### config.mk
export PLATFORM = sky130hd
export DESIGN_NAME = go_to_pose_controller_unit
export DESIGN_NICKNAME = d
export VERILOG_FILES = /design/src/rtl/core/gtp_pkg.sv /design/src/rtl/core/gtp_div.sv /design/src/rtl/core/gtp_cordic.sv /design/src/rtl/core/go_to_pose_controller_unit.sv
export SDC_FILE = /design/constraint.sdc
export NUM_CORES = 2
export LEC_CHECK = 0
export BUFFER_PORTS_ARGS = -buffer_cell sky130_fd_sc_hd__buf_2
export CORE_ASPECT_RATIO = 0.6
export CORE_MARGIN = 5
export CORE_UTILIZATION = 40
export DETAILED_ROUTE_END_ITERATION = 6
export PLACE_DENSITY = 0.66
export REMOVE_ABC_BUFFERS = 1
export SYNTH_ARGS = -nofsm -noshare
export SYNTH_HDL_FRONTEND = slang
export SYNTH_HIERARCHICAL = 1
export SYNTH_SLANG_ARGS = --single-unit
### constraint.sdc
create_clock -name aclk -period 12.1 [get_ports aclk]
set_input_delay 1.815 -clock aclk [delete_from_list [all_inputs] [get_ports aclk]]
set_output_delay 1.815 -clock aclk [all_outputs]
set_load 0.01 [all_outputs]
### src/rtl/core/gtp_pkg.sv
// Go-to-pose controller package: types, codes, constants and the CORDIC angle table.
// Used by every file in rtl/core; depends on nothing.
package gtp_pkg;

    localparam int CORDIC_STEPS_DEF = 16;

    localparam int POS_W  = 21;
    localparam int ANG_W  = 17;
    localparam int CFG_DW = 19;
    localparam int DIV_NW = 33;
    localparam int DIV_DW = 18;

    localparam logic [2:0] CFG_MAX_LIN    = 3'd0;
    localparam logic [2:0] CFG_MAX_TURN   = 3'd1;
    localparam logic [2:0] CFG_SPD_WIDTH  = 3'd2;
    localparam logic [2:0] CFG_TURN_SLOPE = 3'd3;
    localparam logic [2:0] CFG_ARRIVE     = 3'd4;

    localparam logic [1:0] ACT_TICK   = 2'd0;
    localparam logic [1:0] ACT_GOAL   = 2'd1;
    localparam logic [1:0] ACT_ENABLE = 2'd2;

    localparam logic signed [17:0] PI_Q12     = 18'sd12868;
    localparam logic signed [17:0] TWO_PI_Q12 = 18'sd25736;
    localparam logic signed [ANG_W-1:0] NEAR_Q12 = 17'sd820;

    typedef enum logic [1:0] {
        MODE_IDLE,
        MODE_ALIGN,
        MODE_FORWARD,
        MODE_HEADING
    } mode_t;

    typedef enum logic [4:0] {
        ST_IDLE,
        ST_YAW_GO,
        ST_YAW_WAIT,
        ST_BRG_GO,
        ST_BRG_WAIT,
        ST_DX,
        ST_DY,
        ST_AR,
        ST_CMP,
        ST_PLAN,
        ST_SQ,
        ST_SQ_DIV,
        ST_SHIFT_DIV,
        ST_Q_WAIT,
        ST_EXP_T,
        ST_EXP_F,
        ST_EXP_R,
        ST_HORN_MUL,
        ST_HORN_DIV,
        ST_HORN_WAIT,
        ST_EXP_END,
        ST_SPD_MUL,
        ST_SPD_FIN,
        ST_G_DIV,
        ST_G_WAIT,
        ST_TRN_MUL,
        ST_TRN_FIN,
        ST_FIN,
        ST_DONE
    } seq_state_t;

    typedef struct packed {
        logic                  start;
        logic [DIV_NW-1:0]     dividend;
        logic [DIV_DW-1:0]     divisor;
    } div_req_t;

    typedef struct packed {
        logic                  done;
        logic [DIV_NW-1:0]     quot;
    } div_rsp_t;

    typedef struct packed {
        logic                     start;
        logic signed [POS_W-1:0]  y;
        logic signed [POS_W-1:0]  x;
    } cor_req_t;

    typedef struct packed {
        logic                     done;
        logic signed [ANG_W-1:0]  angle;
    } cor_rsp_t;

    function automatic logic [16:0] atan_q16(input logic [4:0] idx);
        logic [16:0] v;
        case (idx)
            5'd0:    v = 17'd51472;
            5'd1:    v = 17'd30386;
            5'd2:    v = 17'd16055;
            5'd3:    v = 17'd8150;
            5'd4:    v = 17'd4091;
            5'd5:    v = 17'd2047;
            5'd6:    v = 17'd1024;
            5'd7:    v = 17'd512;
            5'd8:    v = 17'd256;
            5'd9:    v = 17'd128;
            5'd10:   v = 17'd64;
            5'd11:   v = 17'd32;
            5'd12:   v = 17'd16;
            5'd13:   v = 17'd8;
            5'd14:   v = 17'd4;
            5'd15:   v = 17'd2;
            5'd16:   v = 17'd1;
            default: v = 17'd0;
        endcase
        return v;
    endfunction

    function automatic logic signed [ANG_W-1:0] wrap_angle(input logic signed [17:0] a);
        logic signed [17:0] v;
        v = a;
        if (v > PI_Q12) v = v - TWO_PI_Q12;
        if (v <= -PI_Q12) v = v + TWO_PI_Q12;
        return v[ANG_W-1:0];
    endfunction

endpackage

### src/rtl/core/gtp_div.sv
// Shared restoring divider, one quotient bit per cycle, unsigned.
// Depends on gtp_pkg (request and response structs, widths).
module gtp_div (
    input  logic              aclk,
    input  logic              aresetn,
    input  gtp_pkg::div_req_t req,
    output gtp_pkg::div_rsp_t rsp
);
    import gtp_pkg::*;

    localparam int CW = $clog2(DIV_NW);

    logic              busy_reg, busy_next;
    logic              done_reg, done_next;
    logic [CW-1:0]     cnt_reg, cnt_next;
    logic [DIV_DW-1:0] rem_reg, rem_next;
    logic [DIV_DW-1:0] den_reg, den_next;
    logic [DIV_NW-1:0] quo_reg, quo_next;
    logic [DIV_DW:0]   shifted;
    logic [DIV_DW:0]   diff;
    logic              take;

    always_comb begin
        shifted   = {rem_reg, quo_reg[DIV_NW-1]};
        diff      = shifted - {1'b0, den_reg};
        take      = (shifted >= {1'b0, den_reg});
        busy_next = busy_reg;
        done_next = 1'b0;
        cnt_next  = cnt_reg;
        rem_next  = rem_reg;
        den_next  = den_reg;
        quo_next  = quo_reg;
        if (busy_reg) begin
            rem_next = take ? diff[DIV_DW-1:0] : shifted[DIV_DW-1:0];
            quo_next = {quo_reg[DIV_NW-2:0], take};
            cnt_next = cnt_reg + 1'b1;
            if (cnt_reg == CW'(DIV_NW - 1)) begin
                busy_next = 1'b0;
                done_next = 1'b1;
            end
        end else if (req.start) begin
            busy_next = 1'b1;
            cnt_next  = '0;
            rem_next  = '0;
            den_next  = req.divisor;
            quo_next  = req.dividend;
        end
    end

    always_ff @(posedge aclk) begin
        if (!aresetn) begin
            busy_reg <= 1'b0;
            done_reg <= 1'b0;
            cnt_reg  <= '0;
        end else begin
            busy_reg <= busy_next;
            done_reg <= done_next;
            cnt_reg  <= cnt_next;
        end
        rem_reg <= rem_next;
        den_reg <= den_next;
        quo_reg <= quo_next;
    end

    assign rsp.done = done_reg;
    assign rsp.quot = quo_reg;

endmodule

### src/rtl/core/gtp_cordic.sv
// Vectoring CORDIC for atan2, one micro-rotation per cycle, Q12 angle out.
// Depends on gtp_pkg (structs, angle table).
module gtp_cordic #(
    parameter int STEPS = gtp_pkg::CORDIC_STEPS_DEF
) (
    input  logic              aclk,
    input  logic              aresetn,
    input  gtp_pkg::cor_req_t req,
    output gtp_pkg::cor_rsp_t rsp
);
    import gtp_pkg::*;

    localparam int CW = (STEPS > 1) ? $clog2(STEPS) : 1;
    localparam int XW = 40;
    localparam int ZW = 20;

    logic                    busy_reg, busy_next;
    logic                    done_reg, done_next;
    logic [CW-1:0]           cnt_reg, cnt_next;
    logic signed [XW-1:0]    x_reg, x_next, y_reg, y_next;
    logic signed [XW-1:0]    xs, ys, x0, y0;
    logic signed [ZW-1:0]    z_reg, z_next, z_step, tab;
    logic signed [ZW:0]      z_rnd;
    logic signed [ANG_W-1:0] ang_reg, ang_next;

    always_comb begin
        x0        = {{(XW-POS_W-16){req.x[POS_W-1]}}, req.x, 16'b0};
        y0        = {{(XW-POS_W-16){req.y[POS_W-1]}}, req.y, 16'b0};
        xs        = x_reg >>> cnt_reg;
        ys        = y_reg >>> cnt_reg;
        tab       = {3'b000, atan_q16(5'(cnt_reg))};
        z_step    = z_reg;
        z_rnd     = '0;
        busy_next = busy_reg;
        done_next = 1'b0;
        cnt_next  = cnt_reg;
        x_next    = x_reg;
        y_next    = y_reg;
        z_next    = z_reg;
        ang_next  = ang_reg;
        if (busy_reg) begin
            if (y_reg > 0) begin
                x_next = x_reg + ys;
                y_next = y_reg - xs;
                z_step = z_reg + tab;
            end else begin
                x_next = x_reg - ys;
                y_next = y_reg + xs;
                z_step = z_reg - tab;
            end
            z_next   = z_step;
            cnt_next = cnt_reg + 1'b1;
            if (cnt_reg == CW'(STEPS - 1)) begin
                busy_next = 1'b0;
                done_next = 1'b1;
                z_rnd     = {z_step[ZW-1], z_step} + 21'sd8;
                ang_next  = z_rnd[ZW:4];
            end
        end else if (req.start) begin
            if (req.x == 0 && req.y == 0) begin
                done_next = 1'b1;
                ang_next  = '0;
            end else begin
                busy_next = 1'b1;
                cnt_next  = '0;
                if (req.x < 0) begin
                    if (req.y >= 0) begin
                        x_next = y0;
                        y_next = -x0;
                        z_next = 20'sd102944;
                    end else begin
                        x_next = -y0;
                        y_next = x0;
                        z_next = -20'sd102944;
                    end
                end else begin
                    x_next = x0;
                    y_next = y0;
                    z_next = '0;
                end
            end
        end
    end

    always_ff @(posedge aclk) begin
        if (!aresetn) begin
            busy_reg <= 1'b0;
            done_reg <= 1'b0;
            cnt_reg  <= '0;
        end else begin
            busy_reg <= busy_next;
            done_reg <= done_next;
            cnt_reg  <= cnt_next;
        end
        x_reg   <= x_next;
        y_reg   <= y_next;
        z_reg   <= z_next;
        ang_reg <= ang_next;
    end

    assign rsp.done  = done_reg;
    assign rsp.angle = ang_reg;

endmodule

### src/rtl/core/go_to_pose_controller_unit.sv
// Go-to-pose drive controller top level: sequencer, shared multiplier, config registers.
// Depends on gtp_pkg, gtp_cordic and gtp_div.
//
// Goal, enable and ignored transactions go straight to the done state. A pose tick runs
// two CORDIC passes (yaw, then bearing) plus the distance multiplier steps, then the
// drive step: idle adds nothing, align and final heading run one turn-rate evaluation,
// forward runs a speed and a turn-rate evaluation. Every divide goes to the shared
// divider: each exponential takes seven quotients and each turn rate one more. One
// transaction is worked at a time; a finished result waits in the output register
// while the next transaction is accepted.
module go_to_pose_controller_unit #(
    parameter int CORDIC_STEPS = gtp_pkg::CORDIC_STEPS_DEF
) (
    input  logic                         aclk,
    input  logic                         aresetn,
    input  logic                         s_valid,
    output logic                         s_ready,
    input  logic [1:0]                   s_action,
    input  logic                         s_pose_valid,
    input  logic signed [19:0]           s_robot_x,
    input  logic signed [19:0]           s_robot_y,
    input  logic signed [15:0]           s_quat_z,
    input  logic signed [15:0]           s_quat_w,
    input  logic signed [19:0]           s_goal_x_in,
    input  logic signed [19:0]           s_goal_y_in,
    input  logic signed [14:0]           s_goal_heading_in,
    input  logic                         s_enable_value,
    output logic                         m_valid,
    input  logic                         m_ready,
    output logic                         m_twist_valid,
    output logic [14:0]                  m_linear_velocity,
    output logic signed [15:0]           m_angular_velocity,
    output logic                         m_success_valid,
    output logic                         m_success_flag,
    output logic [1:0]                   m_drive_mode,
    input  logic                         cfg_we,
    input  logic [2:0]                   cfg_index,
    input  logic [gtp_pkg::CFG_DW-1:0]   cfg_data
);
    import gtp_pkg::*;

    seq_state_t state_reg, state_next;
    mode_t      mode_reg, mode_next;

    logic        enabled_reg, enabled_next;
    logic        pending_reg, pending_next;
    logic        go_reg, go_next;
    logic        sv_reg, sv_next;
    logic        sf_reg, sf_next;
    logic        arrived_reg, arrived_next;
    logic        spd_op_reg, spd_op_next;
    logic        neg_reg, neg_next;

    logic [14:0] mls_reg, mls_next;
    logic [14:0] mtr_reg, mtr_next;
    logic [14:0] sw_reg, sw_next;
    logic [14:0] ts_reg, ts_next;
    logic [18:0] arr_reg, arr_next;

    logic signed [19:0] goal_x_reg, goal_x_next;
    logic signed [19:0] goal_y_reg, goal_y_next;
    logic signed [14:0] goal_h_reg, goal_h_next;
    logic [14:0]        held_lin_reg, held_lin_next;
    logic [15:0]        held_ang_reg, held_ang_next;

    logic signed [POS_W-1:0] dx_reg, dx_next, dy_reg, dy_next;
    logic signed [15:0]      qz_reg, qz_next, qw_reg, qw_next;
    logic signed [ANG_W-1:0] yaw_reg, yaw_next, err_reg, err_next, errh_reg, errh_next;
    logic [POS_W-1:0]        dxm_reg, dxm_next, dym_reg, dym_next;
    logic [41:0]             d2_reg, d2_next;
    logic [ANG_W-1:0]        arg_reg, arg_next;
    logic [31:0]             q_reg, q_next;
    logic [4:0]              n_reg, n_next;
    logic [15:0]             r_reg, r_next;
    logic [16:0]             p_reg, p_next;
    logic [2:0]              k_reg, k_next;
    logic [16:0]             ex_reg, ex_next;
    logic [16:0]             g_reg, g_next;

    logic [31:0] mul_a;
    logic [20:0] mul_b;
    logic [52:0] prod_reg, prod_next;
    logic [52:0] rnd_sum;
    logic [15:0] turn_mag;
    logic signed [ANG_W-1:0] arg_sel;

    logic        m_valid_reg, m_valid_next;
    logic        m_tw_reg, m_tw_next;
    logic [14:0] m_lin_reg, m_lin_next;
    logic [15:0] m_ang_reg, m_ang_next;
    logic        m_sv_reg, m_sv_next;
    logic        m_sf_reg, m_sf_next;
    logic [1:0]  m_mode_reg, m_mode_next;

    logic     accept;
    logic     out_free;
    logic     err_near, errh_near;
    mode_t    mode_eff;
    div_req_t div_req;
    div_rsp_t div_rsp;
    cor_req_t cor_req;
    cor_rsp_t cor_rsp;

    gtp_cordic #(.STEPS(CORDIC_STEPS)) u_cordic (
        .aclk    (aclk),
        .aresetn (aresetn),
        .req     (cor_req),
        .rsp     (cor_rsp)
    );

    gtp_div u_div (
        .aclk    (aclk),
        .aresetn (aresetn),
        .req     (div_req),
        .rsp     (div_rsp)
    );

    assign s_ready  = (state_reg == ST_IDLE);
    assign accept   = s_valid && s_ready;
    assign out_free = !m_valid_reg || m_ready;
    assign mode_eff = enabled_reg ? mode_reg : MODE_IDLE;
    assign err_near  = (err_reg < NEAR_Q12) && (err_reg > -NEAR_Q12);
    assign errh_near = (errh_reg < NEAR_Q12) && (errh_reg > -NEAR_Q12);

    // Next state
    always_comb begin
        state_next = state_reg;
        case (state_reg)
            ST_IDLE: begin
                if (accept) begin
                    if (s_action == ACT_TICK && s_pose_valid) state_next = ST_YAW_GO;
                    else state_next = ST_DONE;
                end
            end
            ST_YAW_GO:   state_next = ST_YAW_WAIT;
            ST_YAW_WAIT: if (cor_rsp.done) state_next = ST_BRG_GO;
            ST_BRG_GO:   state_next = ST_BRG_WAIT;
            ST_BRG_WAIT: if (cor_rsp.done) state_next = ST_DX;
            ST_DX:       state_next = ST_DY;
            ST_DY:       state_next = ST_AR;
            ST_AR:       state_next = ST_CMP;
            ST_CMP:      state_next = ST_PLAN;
            ST_PLAN: begin
                case (mode_eff)
                    MODE_IDLE:    state_next = ST_DONE;
                    MODE_FORWARD: state_next = ST_SQ;
                    default:      state_next = ST_SHIFT_DIV;
                endcase
            end
            ST_SQ:        state_next = ST_SQ_DIV;
            ST_SQ_DIV:    state_next = ST_Q_WAIT;
            ST_SHIFT_DIV: state_next = ST_Q_WAIT;
            ST_Q_WAIT:    if (div_rsp.done) state_next = ST_EXP_T;
            ST_EXP_T:     state_next = ST_EXP_F;
            ST_EXP_F:     state_next = ST_EXP_R;
            ST_EXP_R:     state_next = ST_HORN_MUL;
            ST_HORN_MUL:  state_next = ST_HORN_DIV;
            ST_HORN_DIV:  state_next = ST_HORN_WAIT;
            ST_HORN_WAIT: begin
                if (div_rsp.done) state_next = (k_reg == 3'd1) ? ST_EXP_END : ST_HORN_MUL;
            end
            ST_EXP_END:   state_next = spd_op_reg ? ST_SPD_MUL : ST_G_DIV;
            ST_SPD_MUL:   state_next = ST_SPD_FIN;
            ST_SPD_FIN:   state_next = ST_SHIFT_DIV;
            ST_G_DIV:     state_next = ST_G_WAIT;
            ST_G_WAIT:    if (div_rsp.done) state_next = ST_TRN_MUL;
            ST_TRN_MUL:   state_next = ST_TRN_FIN;
            ST_TRN_FIN:   state_next = ST_FIN;
            ST_FIN:       state_next = ST_DONE;
            ST_DONE:      if (out_free) state_next = ST_IDLE;
            default:      state_next = ST_IDLE;
        endcase
    end

    // Datapath and outputs
    always_comb begin
        mode_next     = mode_reg;
        enabled_next  = enabled_reg;
        pending_next  = pending_reg;
        go_next       = go_reg;
        sv_next       = sv_reg;
        sf_next       = sf_reg;
        arrived_next  = arrived_reg;
        spd_op_next   = spd_op_reg;
        neg_next      = neg_reg;
        mls_next      = mls_reg;
        mtr_next      = mtr_reg;
        sw_next       = sw_reg;
        ts_next       = ts_reg;
        arr_next      = arr_reg;
        goal_x_next   = goal_x_reg;
        goal_y_next   = goal_y_reg;
        goal_h_next   = goal_h_reg;
        held_lin_next = held_lin_reg;
        held_ang_next = held_ang_reg;
        dx_next       = dx_reg;
        dy_next       = dy_reg;
        qz_next       = qz_reg;
        qw_next       = qw_reg;
        yaw_next      = yaw_reg;
        err_next      = err_reg;
        errh_next     = errh_reg;
        dxm_next      = dxm_reg;
        dym_next      = dym_reg;
        d2_next       = d2_reg;
        arg_next      = arg_reg;
        q_next        = q_reg;
        n_next        = n_reg;
        r_next        = r_reg;
        p_next        = p_reg;
        k_next        = k_reg;
        ex_next       = ex_reg;
        g_next        = g_reg;
        m_valid_next  = m_valid_reg;
        m_tw_next     = m_tw_reg;
        m_lin_next    = m_lin_reg;
        m_ang_next    = m_ang_reg;
        m_sv_next     = m_sv_reg;
        m_sf_next     = m_sf_reg;
        m_mode_next   = m_mode_reg;
        mul_a         = '0;
        mul_b         = '0;
        arg_sel       = err_reg;
        rnd_sum       = prod_reg + 53'd32768;
        turn_mag      = (|rnd_sum[52:31]) ? 16'd32767 : {1'b0, rnd_sum[30:16]};
        div_req.start    = 1'b0;
        div_req.dividend = '0;
        div_req.divisor  = 18'd1;
        cor_req.start = 1'b0;
        cor_req.y     = dy_reg;
        cor_req.x     = dx_reg;

        if (m_valid_reg && m_ready) m_valid_next = 1'b0;

        if (cfg_we) begin
            case (cfg_index)
                CFG_MAX_LIN:    mls_next = cfg_data[14:0];
                CFG_MAX_TURN:   mtr_next = cfg_data[14:0];
                CFG_SPD_WIDTH:  sw_next  = cfg_data[14:0];
                CFG_TURN_SLOPE: ts_next  = cfg_data[14:0];
                CFG_ARRIVE:     arr_next = cfg_data;
                default: ;
            endcase
        end

        case (state_reg)
            ST_IDLE: begin
                if (accept) begin
                    go_next = 1'b0;
                    sv_next = 1'b0;
                    sf_next = 1'b0;
                    case (s_action)
                        ACT_GOAL: begin
                            sv_next      = 1'b1;
                            pending_next = 1'b1;
                            enabled_next = 1'b1;
                            goal_x_next  = s_goal_x_in;
                            goal_y_next  = s_goal_y_in;
                            goal_h_next  = s_goal_heading_in;
                        end
                        ACT_ENABLE: enabled_next = s_enable_value;
                        ACT_TICK: begin
                            go_next = s_pose_valid;
                            dx_next = {goal_x_reg[19], goal_x_reg} - {s_robot_x[19], s_robot_x};
                            dy_next = {goal_y_reg[19], goal_y_reg} - {s_robot_y[19], s_robot_y};
                            qz_next = s_quat_z;
                            qw_next = s_quat_w;
                        end
                        default: ;
                    endcase
                end
            end
            ST_YAW_GO: begin
                cor_req.start = 1'b1;
                cor_req.y     = {{(POS_W-16){qz_reg[15]}}, qz_reg};
                cor_req.x     = {{(POS_W-16){qw_reg[15]}}, qw_reg};
            end
            ST_YAW_WAIT: begin
                if (cor_rsp.done) yaw_next = wrap_angle({cor_rsp.angle, 1'b0});
            end
            ST_BRG_GO: cor_req.start = 1'b1;
            ST_BRG_WAIT: begin
                if (cor_rsp.done) begin
                    err_next  = wrap_angle({cor_rsp.angle[ANG_W-1], cor_rsp.angle}
                                           - {yaw_reg[ANG_W-1], yaw_reg});
                    errh_next = wrap_angle({{3{goal_h_reg[14]}}, goal_h_reg}
                                           - {yaw_reg[ANG_W-1], yaw_reg});
                    dxm_next  = dx_reg[POS_W-1] ? -dx_reg : dx_reg;
                    dym_next  = dy_reg[POS_W-1] ? -dy_reg : dy_reg;
                end
            end
            ST_DX: begin
                mul_a = 32'(dxm_reg);
                mul_b = dxm_reg;
            end
            ST_DY: begin
                d2_next = prod_reg[41:0];
                mul_a   = 32'(dym_reg);
                mul_b   = dym_reg;
            end
            ST_AR: begin
                d2_next = d2_reg + prod_reg[41:0];
                mul_a   = 32'(arr_reg);
                mul_b   = 21'(arr_reg);
            end
            ST_CMP: arrived_next = (d2_reg < prod_reg[41:0]);
            ST_PLAN: begin
                mode_next = mode_eff;
                arg_sel   = (mode_eff == MODE_HEADING) ? errh_reg : err_reg;
                arg_next  = arg_sel[ANG_W-1] ? (-arg_sel) : arg_sel;
                neg_next  = arg_sel[ANG_W-1];
                if (mode_eff == MODE_IDLE) begin
                    if (pending_reg) begin
                        mode_next    = MODE_ALIGN;
                        pending_next = 1'b0;
                    end else begin
                        go_next = 1'b0;
                    end
                end
                if (mode_eff == MODE_HEADING) held_lin_next = '0;
            end
            ST_SQ: begin
                spd_op_next = 1'b1;
                mul_a       = 32'(arg_reg);
                mul_b       = 21'(arg_reg);
            end
            ST_SQ_DIV: begin
                div_req.start    = 1'b1;
                div_req.dividend = prod_reg[DIV_NW-1:0];
                div_req.divisor  = (sw_reg == '0) ? 18'd1 : 18'(sw_reg);
            end
            ST_SHIFT_DIV: begin
                spd_op_next      = 1'b0;
                div_req.start    = 1'b1;
                div_req.dividend = DIV_NW'({arg_reg, 12'b0});
                div_req.divisor  = (ts_reg == '0) ? 18'd1 : 18'(ts_reg);
            end
            ST_Q_WAIT: if (div_rsp.done) q_next = div_rsp.quot[31:0];
            ST_EXP_T: begin
                mul_a = q_reg;
                mul_b = 21'd94548;
            end
            ST_EXP_F: begin
                n_next = (prod_reg[52:28] >= 25'd17) ? 5'd17 : prod_reg[32:28];
                mul_a  = 32'(prod_reg[27:12]);
                mul_b  = 21'd45426;
            end
            ST_EXP_R: begin
                r_next = prod_reg[31:16];
                p_next = 17'd65536;
                k_next = 3'd6;
            end
            ST_HORN_MUL: begin
                mul_a = 32'(r_reg);
                mul_b = 21'(p_reg);
            end
            ST_HORN_DIV: begin
                div_req.start    = 1'b1;
                div_req.dividend = DIV_NW'(prod_reg[32:16]);
                div_req.divisor  = 18'(k_reg);
            end
            ST_HORN_WAIT: begin
                if (div_rsp.done) begin
                    p_next = 17'd65536 - div_rsp.quot[16:0];
                    k_next = k_reg - 3'd1;
                end
            end
            ST_EXP_END: ex_next = (n_reg >= 5'd17) ? 17'd0 : (p_reg >> n_reg);
            ST_SPD_MUL: begin
                mul_a = 32'(mls_reg);
                mul_b = 21'(ex_reg);
            end
            ST_SPD_FIN: held_lin_next = rnd_sum[30:16];
            ST_G_DIV: begin
                div_req.start    = 1'b1;
                div_req.dividend = {17'd65536 - ex_reg, 16'b0};
                div_req.divisor  = 18'd65536 + 18'(ex_reg);
            end
            ST_G_WAIT: if (div_rsp.done) g_next = div_rsp.quot[16:0];
            ST_TRN_MUL: begin
                mul_a = 32'(mtr_reg);
                mul_b = 21'(g_reg);
            end
            ST_TRN_FIN: held_ang_next = neg_reg ? (16'd0 - turn_mag) : turn_mag;
            ST_FIN: begin
                case (mode_reg)
                    MODE_ALIGN:   if (err_near) mode_next = MODE_FORWARD;
                    MODE_FORWARD: if (arrived_reg) mode_next = MODE_HEADING;
                    MODE_HEADING: begin
                        if (errh_near) begin
                            sv_next      = 1'b1;
                            sf_next      = 1'b1;
                            mode_next    = MODE_IDLE;
                            enabled_next = 1'b0;
                        end
                    end
                    default: ;
                endcase
            end
            ST_DONE: begin
                if (out_free) begin
                    m_valid_next = 1'b1;
                    m_tw_next    = go_reg && enabled_reg;
                    m_lin_next   = (go_reg && enabled_reg) ? held_lin_reg : '0;
                    m_ang_next   = (go_reg && enabled_reg) ? held_ang_reg : '0;
                    m_sv_next    = sv_reg;
                    m_sf_next    = sv_reg && sf_reg;
                    m_mode_next  = mode_reg;
                end
            end
            default: ;
        endcase

        prod_next = 53'(mul_a) * 53'(mul_b);
    end

    always_ff @(posedge aclk) begin
        if (!aresetn) begin
            state_reg    <= ST_IDLE;
            mode_reg     <= MODE_IDLE;
            enabled_reg  <= 1'b0;
            pending_reg  <= 1'b0;
            go_reg       <= 1'b0;
            sv_reg       <= 1'b0;
            sf_reg       <= 1'b0;
            mls_reg      <= 15'd1229;
            mtr_reg      <= 15'd4096;
            sw_reg       <= 15'd1229;
            ts_reg       <= 15'd1229;
            arr_reg      <= 19'd2048;
            goal_x_reg   <= '0;
            goal_y_reg   <= '0;
            goal_h_reg   <= '0;
            held_lin_reg <= '0;
            held_ang_reg <= '0;
            m_valid_reg  <= 1'b0;
        end else begin
            state_reg    <= state_next;
            mode_reg     <= mode_next;
            enabled_reg  <= enabled_next;
            pending_reg  <= pending_next;
            go_reg       <= go_next;
            sv_reg       <= sv_next;
            sf_reg       <= sf_next;
            mls_reg      <= mls_next;
            mtr_reg      <= mtr_next;
            sw_reg       <= sw_next;
            ts_reg       <= ts_next;
            arr_reg      <= arr_next;
            goal_x_reg   <= goal_x_next;
            goal_y_reg   <= goal_y_next;
            goal_h_reg   <= goal_h_next;
            held_lin_reg <= held_lin_next;
            held_ang_reg <= held_ang_next;
            m_valid_reg  <= m_valid_next;
        end
        arrived_reg <= arrived_next;
        spd_op_reg  <= spd_op_next;
        neg_reg     <= neg_next;
        dx_reg      <= dx_next;
        dy_reg      <= dy_next;
        qz_reg      <= qz_next;
        qw_reg      <= qw_next;
        yaw_reg     <= yaw_next;
        err_reg     <= err_next;
        errh_reg    <= errh_next;
        dxm_reg     <= dxm_next;
        dym_reg     <= dym_next;
        d2_reg      <= d2_next;
        arg_reg     <= arg_next;
        q_reg       <= q_next;
        n_reg       <= n_next;
        r_reg       <= r_next;
        p_reg       <= p_next;
        k_reg       <= k_next;
        ex_reg      <= ex_next;
        g_reg       <= g_next;
        prod_reg    <= prod_next;
        m_tw_reg    <= m_tw_next;
        m_lin_reg   <= m_lin_next;
        m_ang_reg   <= m_ang_next;
        m_sv_reg    <= m_sv_next;
        m_sf_reg    <= m_sf_next;
        m_mode_reg  <= m_mode_next;
    end

    assign m_valid            = m_valid_reg;
    assign m_twist_valid      = m_tw_reg;
    assign m_linear_velocity  = m_lin_reg;
    assign m_angular_velocity = m_ang_reg;
    assign m_success_valid    = m_sv_reg;
    assign m_success_flag     = m_sf_reg;
    assign m_drive_mode       = m_mode_reg;

    // success leaves the controller disabled and idle
    assert property (@(posedge aclk) disable iff (!aresetn)
        (state_reg == ST_DONE && sf_reg) |-> (!enabled_reg && mode_reg == MODE_IDLE))
        else $error("success transaction without disable");

    // no velocity is reported without a twist
    assert property (@(posedge aclk) disable iff (!aresetn)
        (m_valid && !m_twist_valid) |-> (m_linear_velocity == '0 && m_angular_velocity == '0))
        else $error("velocity reported without twist");

    // series divisor stays within its term range
    assert property (@(posedge aclk) disable iff (!aresetn)
        (state_reg == ST_HORN_DIV) |-> (k_reg >= 3'd1 && k_reg <= 3'd6))
        else $error("series term out of range");

    // a quotient is only consumed after a divide was started
    assert property (@(posedge aclk) disable iff (!aresetn)
        (state_reg == ST_Q_WAIT && $past(state_reg) != ST_Q_WAIT) |->
        ($past(state_reg) == ST_SQ_DIV || $past(state_reg) == ST_SHIFT_DIV))
        else $error("quotient wait entered without divide");

endmodule

==> impl_metrics.yaml <==
status:
  outcome: "finished, violations left"
  violations: "DRC"
routing:
  remaining_drc_errors: 5
  via_per_inst: 5.82
  wl_per_cell_um: 23.3
  via_count: 67700
  drt_iter0_drc: 8823
  dr.pass1.iters: 7
  wirelength_um: 271000
  ant_nets: 0
yosys:
  synthArstFlopShare_pct: 0
  yosysMostFrequentCell: "nand2_1"
  synth.top_cell.area_share_pct: 21.1
  yosys-top-cells-area: "edfxtp_1, fa_1, ha_1"
  synth_common_cells: "nand2_1, inv_1, nor2_1"
  ys_ff_latch: 818
  yosys_warnings: 6
  ys.flop_type: "edfxtp_1"
  ys_types: 126
  syn-cell-area_sq_um: 79400
  synth_edf_count: 557
  yosysTopAreaCell: "edfxtp_1"
  syn-instance-count: 8760
  avgSynthCellArea_sq_um: 9.06
  seq_area_frac_synth_pct: 27.7
sta:
  setup_violations: 0
  max_freq_mhz: 87.8
  maxSlewViolCount: 0
  hold_violations: 0
  tightest_slew_ns: 1.39
  rsz0062_at_grt: "no"
  period_needed_ns: 11.38
  final.period_utilization_pct: 94.1
  tns_ns: 0
  skew_ns: 0.0624
  maxSlewHeadroom_pct: 6.71
place:
  placed_cell_area_sq_um: 83500
  placed_cells: 11500
  io_buffer_count: 195
  gp_congestion: 1.01
  dp_hpwl_um: 215000
finish:
  largest_reg_flops: 53
  layout.nets: 10100
  stdcell_count: 11600
  area_growth_pct: 9.15
  design_area_sq_um: 86600
  layout-drive-gt1-share_pct: 8.73
critical_path:
  cpMostUsedCell: "fa_1"
  path_buf_inv: 6
  critPathKind: "reg2reg"
  cp_max_fo: 25
  required_ns: 12.73
  start_kind: "flip-flop"
  critPathTopFamily: "compound AO/OA/AOI/OAI gates"
  slowest_stage: "o211ai_1"
  worstReg2RegEnd: "prod_reg[48]$_DFF_P_"
  rr_startpoint: "state_reg[3]$_SDFFE_PN0P_"
  r2r_slack_ns: 0.72
  slowest_delay_ns: 0.79
  ff2ff_path_depth: 32
  arrival_ns: 12.02
  end_kind: "flip-flop"
global_route:
  grt_pass1_vias: 64000
  antenna_found_initial: 16
  grt_util_all_layers_pct: 25.4
  grt_max_degree: 102
  grt_overflow: 0
  grt_pass1_wl_um: 407000
clocking:
  holdBufCountCts: 0
  clk_path_buf_depth: 3
  htreeDepth: 3
  cts_root_buffer: "clkbuf_16"
  path_clk_slew_ns: 0.06
  clk_latency_ns: 0.73
  cts_setup_buffers: 0
  cts_resized: 0
  numCtsBuffers: 88
  cts_tree: "built"
  cts_sinks: 818
floorplan:
  rows: 126
  die_width_um: 585
  dieArea_sq_um: 208000
  io_pins: 196
  core_sq_um: 197000
  start_util_pct: 40.3
  dieHeight_um: 355
power:
  vdd_drop_max_mv: 0.152
  p_leak_nw: 36.5
  power_density_nw_per_um2: 184
hold_path:
  hold_class: "reg2reg"
  hold_path_end: "q_reg[29]$_DFFE_PP_"
  min-delay-start: "u_div/quo_reg[29]$_DFFE_PP_"
  whs_path_depth: 0
run:
  drv_cap: 0
placed cells by master (no fill, tap or decap), types with 58 or more instances in the layout:
cell       Yosys  final
nand2_1     1114   1111
inv_1       1026   1024
nor2_1       669    659
fa_1         576    576
edfxtp_1     557    557
ha_1         470    470
a21oi_1      402    402
o21ai_0      393    392
xnor2_1      345    345
dfxtp_1      261    255
buf_2         17    194
nand3_1      173    173
xor2_1       166    166
a21boi_0     158    158
nor3_1       157    155
conb_1         2    143
buf_4          7    130
mux2i_1      126    126
a21o_1       122    121
mux2_2       120    120
nor2b_1       92     91
and3_1        91     90
clkbuf_16      0     90
a22oi_1       81     81
nand2b_1      71     71
and2_1        71     70
a31oi_1       67     67
mux4_2        65     65
or3_1         64     64
a211oi_1      61     61
nand4_1       59     59
o211ai_1      58     58
kinds of logic after synthesis:
family	share of synthesized area [%]
simple gates	16.1
compound gates	15.5
buf+inv	7.11
fa+ha+maj	21.9
flops	27.7
xor+xnor	5.70
mux	5.99
other cells	0.00946
area by class of cell:
class / count / area, sq um
Antenna cell: 6 / 15.0
Sequential cell: 818 / 22000
Inverter: 1033 / 3880
Timing Repair Buffer: 324 / 1950
Clock buffer: 113 / 2410
Tap cell: 2624 / 3280
Multi-Input combinational cell: 6658 / 52400
Clock inverter: 53 / 692
Fill cell: 19000 / 110000
metal layers:
layer  global-route usage, %  vias to the layer above  share of wire, %
met5                       0                        -             0.030
met4                    5.92                       12               2.6
met3                    7.54                      408                12
met2                    34.0                     3603                39
met1                    39.4                    33200                46
li1                        -                    30500                 -
worst reg2reg max path, delay by kind of cell (launching register included):
family                   cells  cell delay [ns]
XOR/XNOR                     1             0.15
flip-flops                   1             0.77
buffers and inverters        6             0.74
AND/OR/NAND/NOR              5             2.20
AO/OA/AOI/OAI               12             3.74
adder cells (fa/ha/maj)      8             3.71
report_power, final:
| group | internal (W) | switching [W] |
|---|---|---|
| Clock | 0.00165 | 0.00130 |
| Sequential | 0.00349 | 0.000491 |
| Combinational | 0.00343 | 0.00559 |
how the worst max path moves through the flow:
| stage | end | slack, ns | from | cells after the start |
|---|---|---|---|---|
| 3_5_place_dp | prod_reg[48]$_DFF_P_ | 1.13 | state_reg[1]$_SDFFE_PN0P_ | 31 |
| 4_1_cts | prod_reg[48]$_DFF_P_ | 1.07 | state_reg[1]$_SDFFE_PN0P_ | 31 |
| 5_1_grt | prod_reg[48]$_DFF_P_ | 0.20 | state_reg[1]$_SDFFE_PN0P_ | 31 |
| 6_report | prod_reg[48]$_DFF_P_ | 0.72 | state_reg[3]$_SDFFE_PN0P_ | 32 |
| 3_3_place_gp | prod_reg[48]$_DFF_P_ | 1.31 | state_reg[3]$_SDFFE_PN0P_ | 33 |
| 2_1_floorplan | prod_reg[49]$_DFF_P_ | 1.07 | state_reg[2]$_SDFFE_PN0P_ | 25 |
per-stage QoR:
stage / worst slack, ns / util [%] / total power [W] / hold WS, ns
2_1_floorplan: 1.07 / - / 0.0101 / 0.417
3_3_place_gp: 1.31 / 42.4 / 0.0126 / 0.433
3_5_place_dp: 1.13 / 42.4 / 0.0127 / 0.436
4_1_cts: 1.07 / 44.0 / 0.0157 / 0.444
5_1_grt: 0.197 / 44.0 / 0.0170 / 0.460
6_report: 0.716 / 44.0 / 0.0160 / 0.446
No activity file was read; power rests on OpenSTA's default activity.
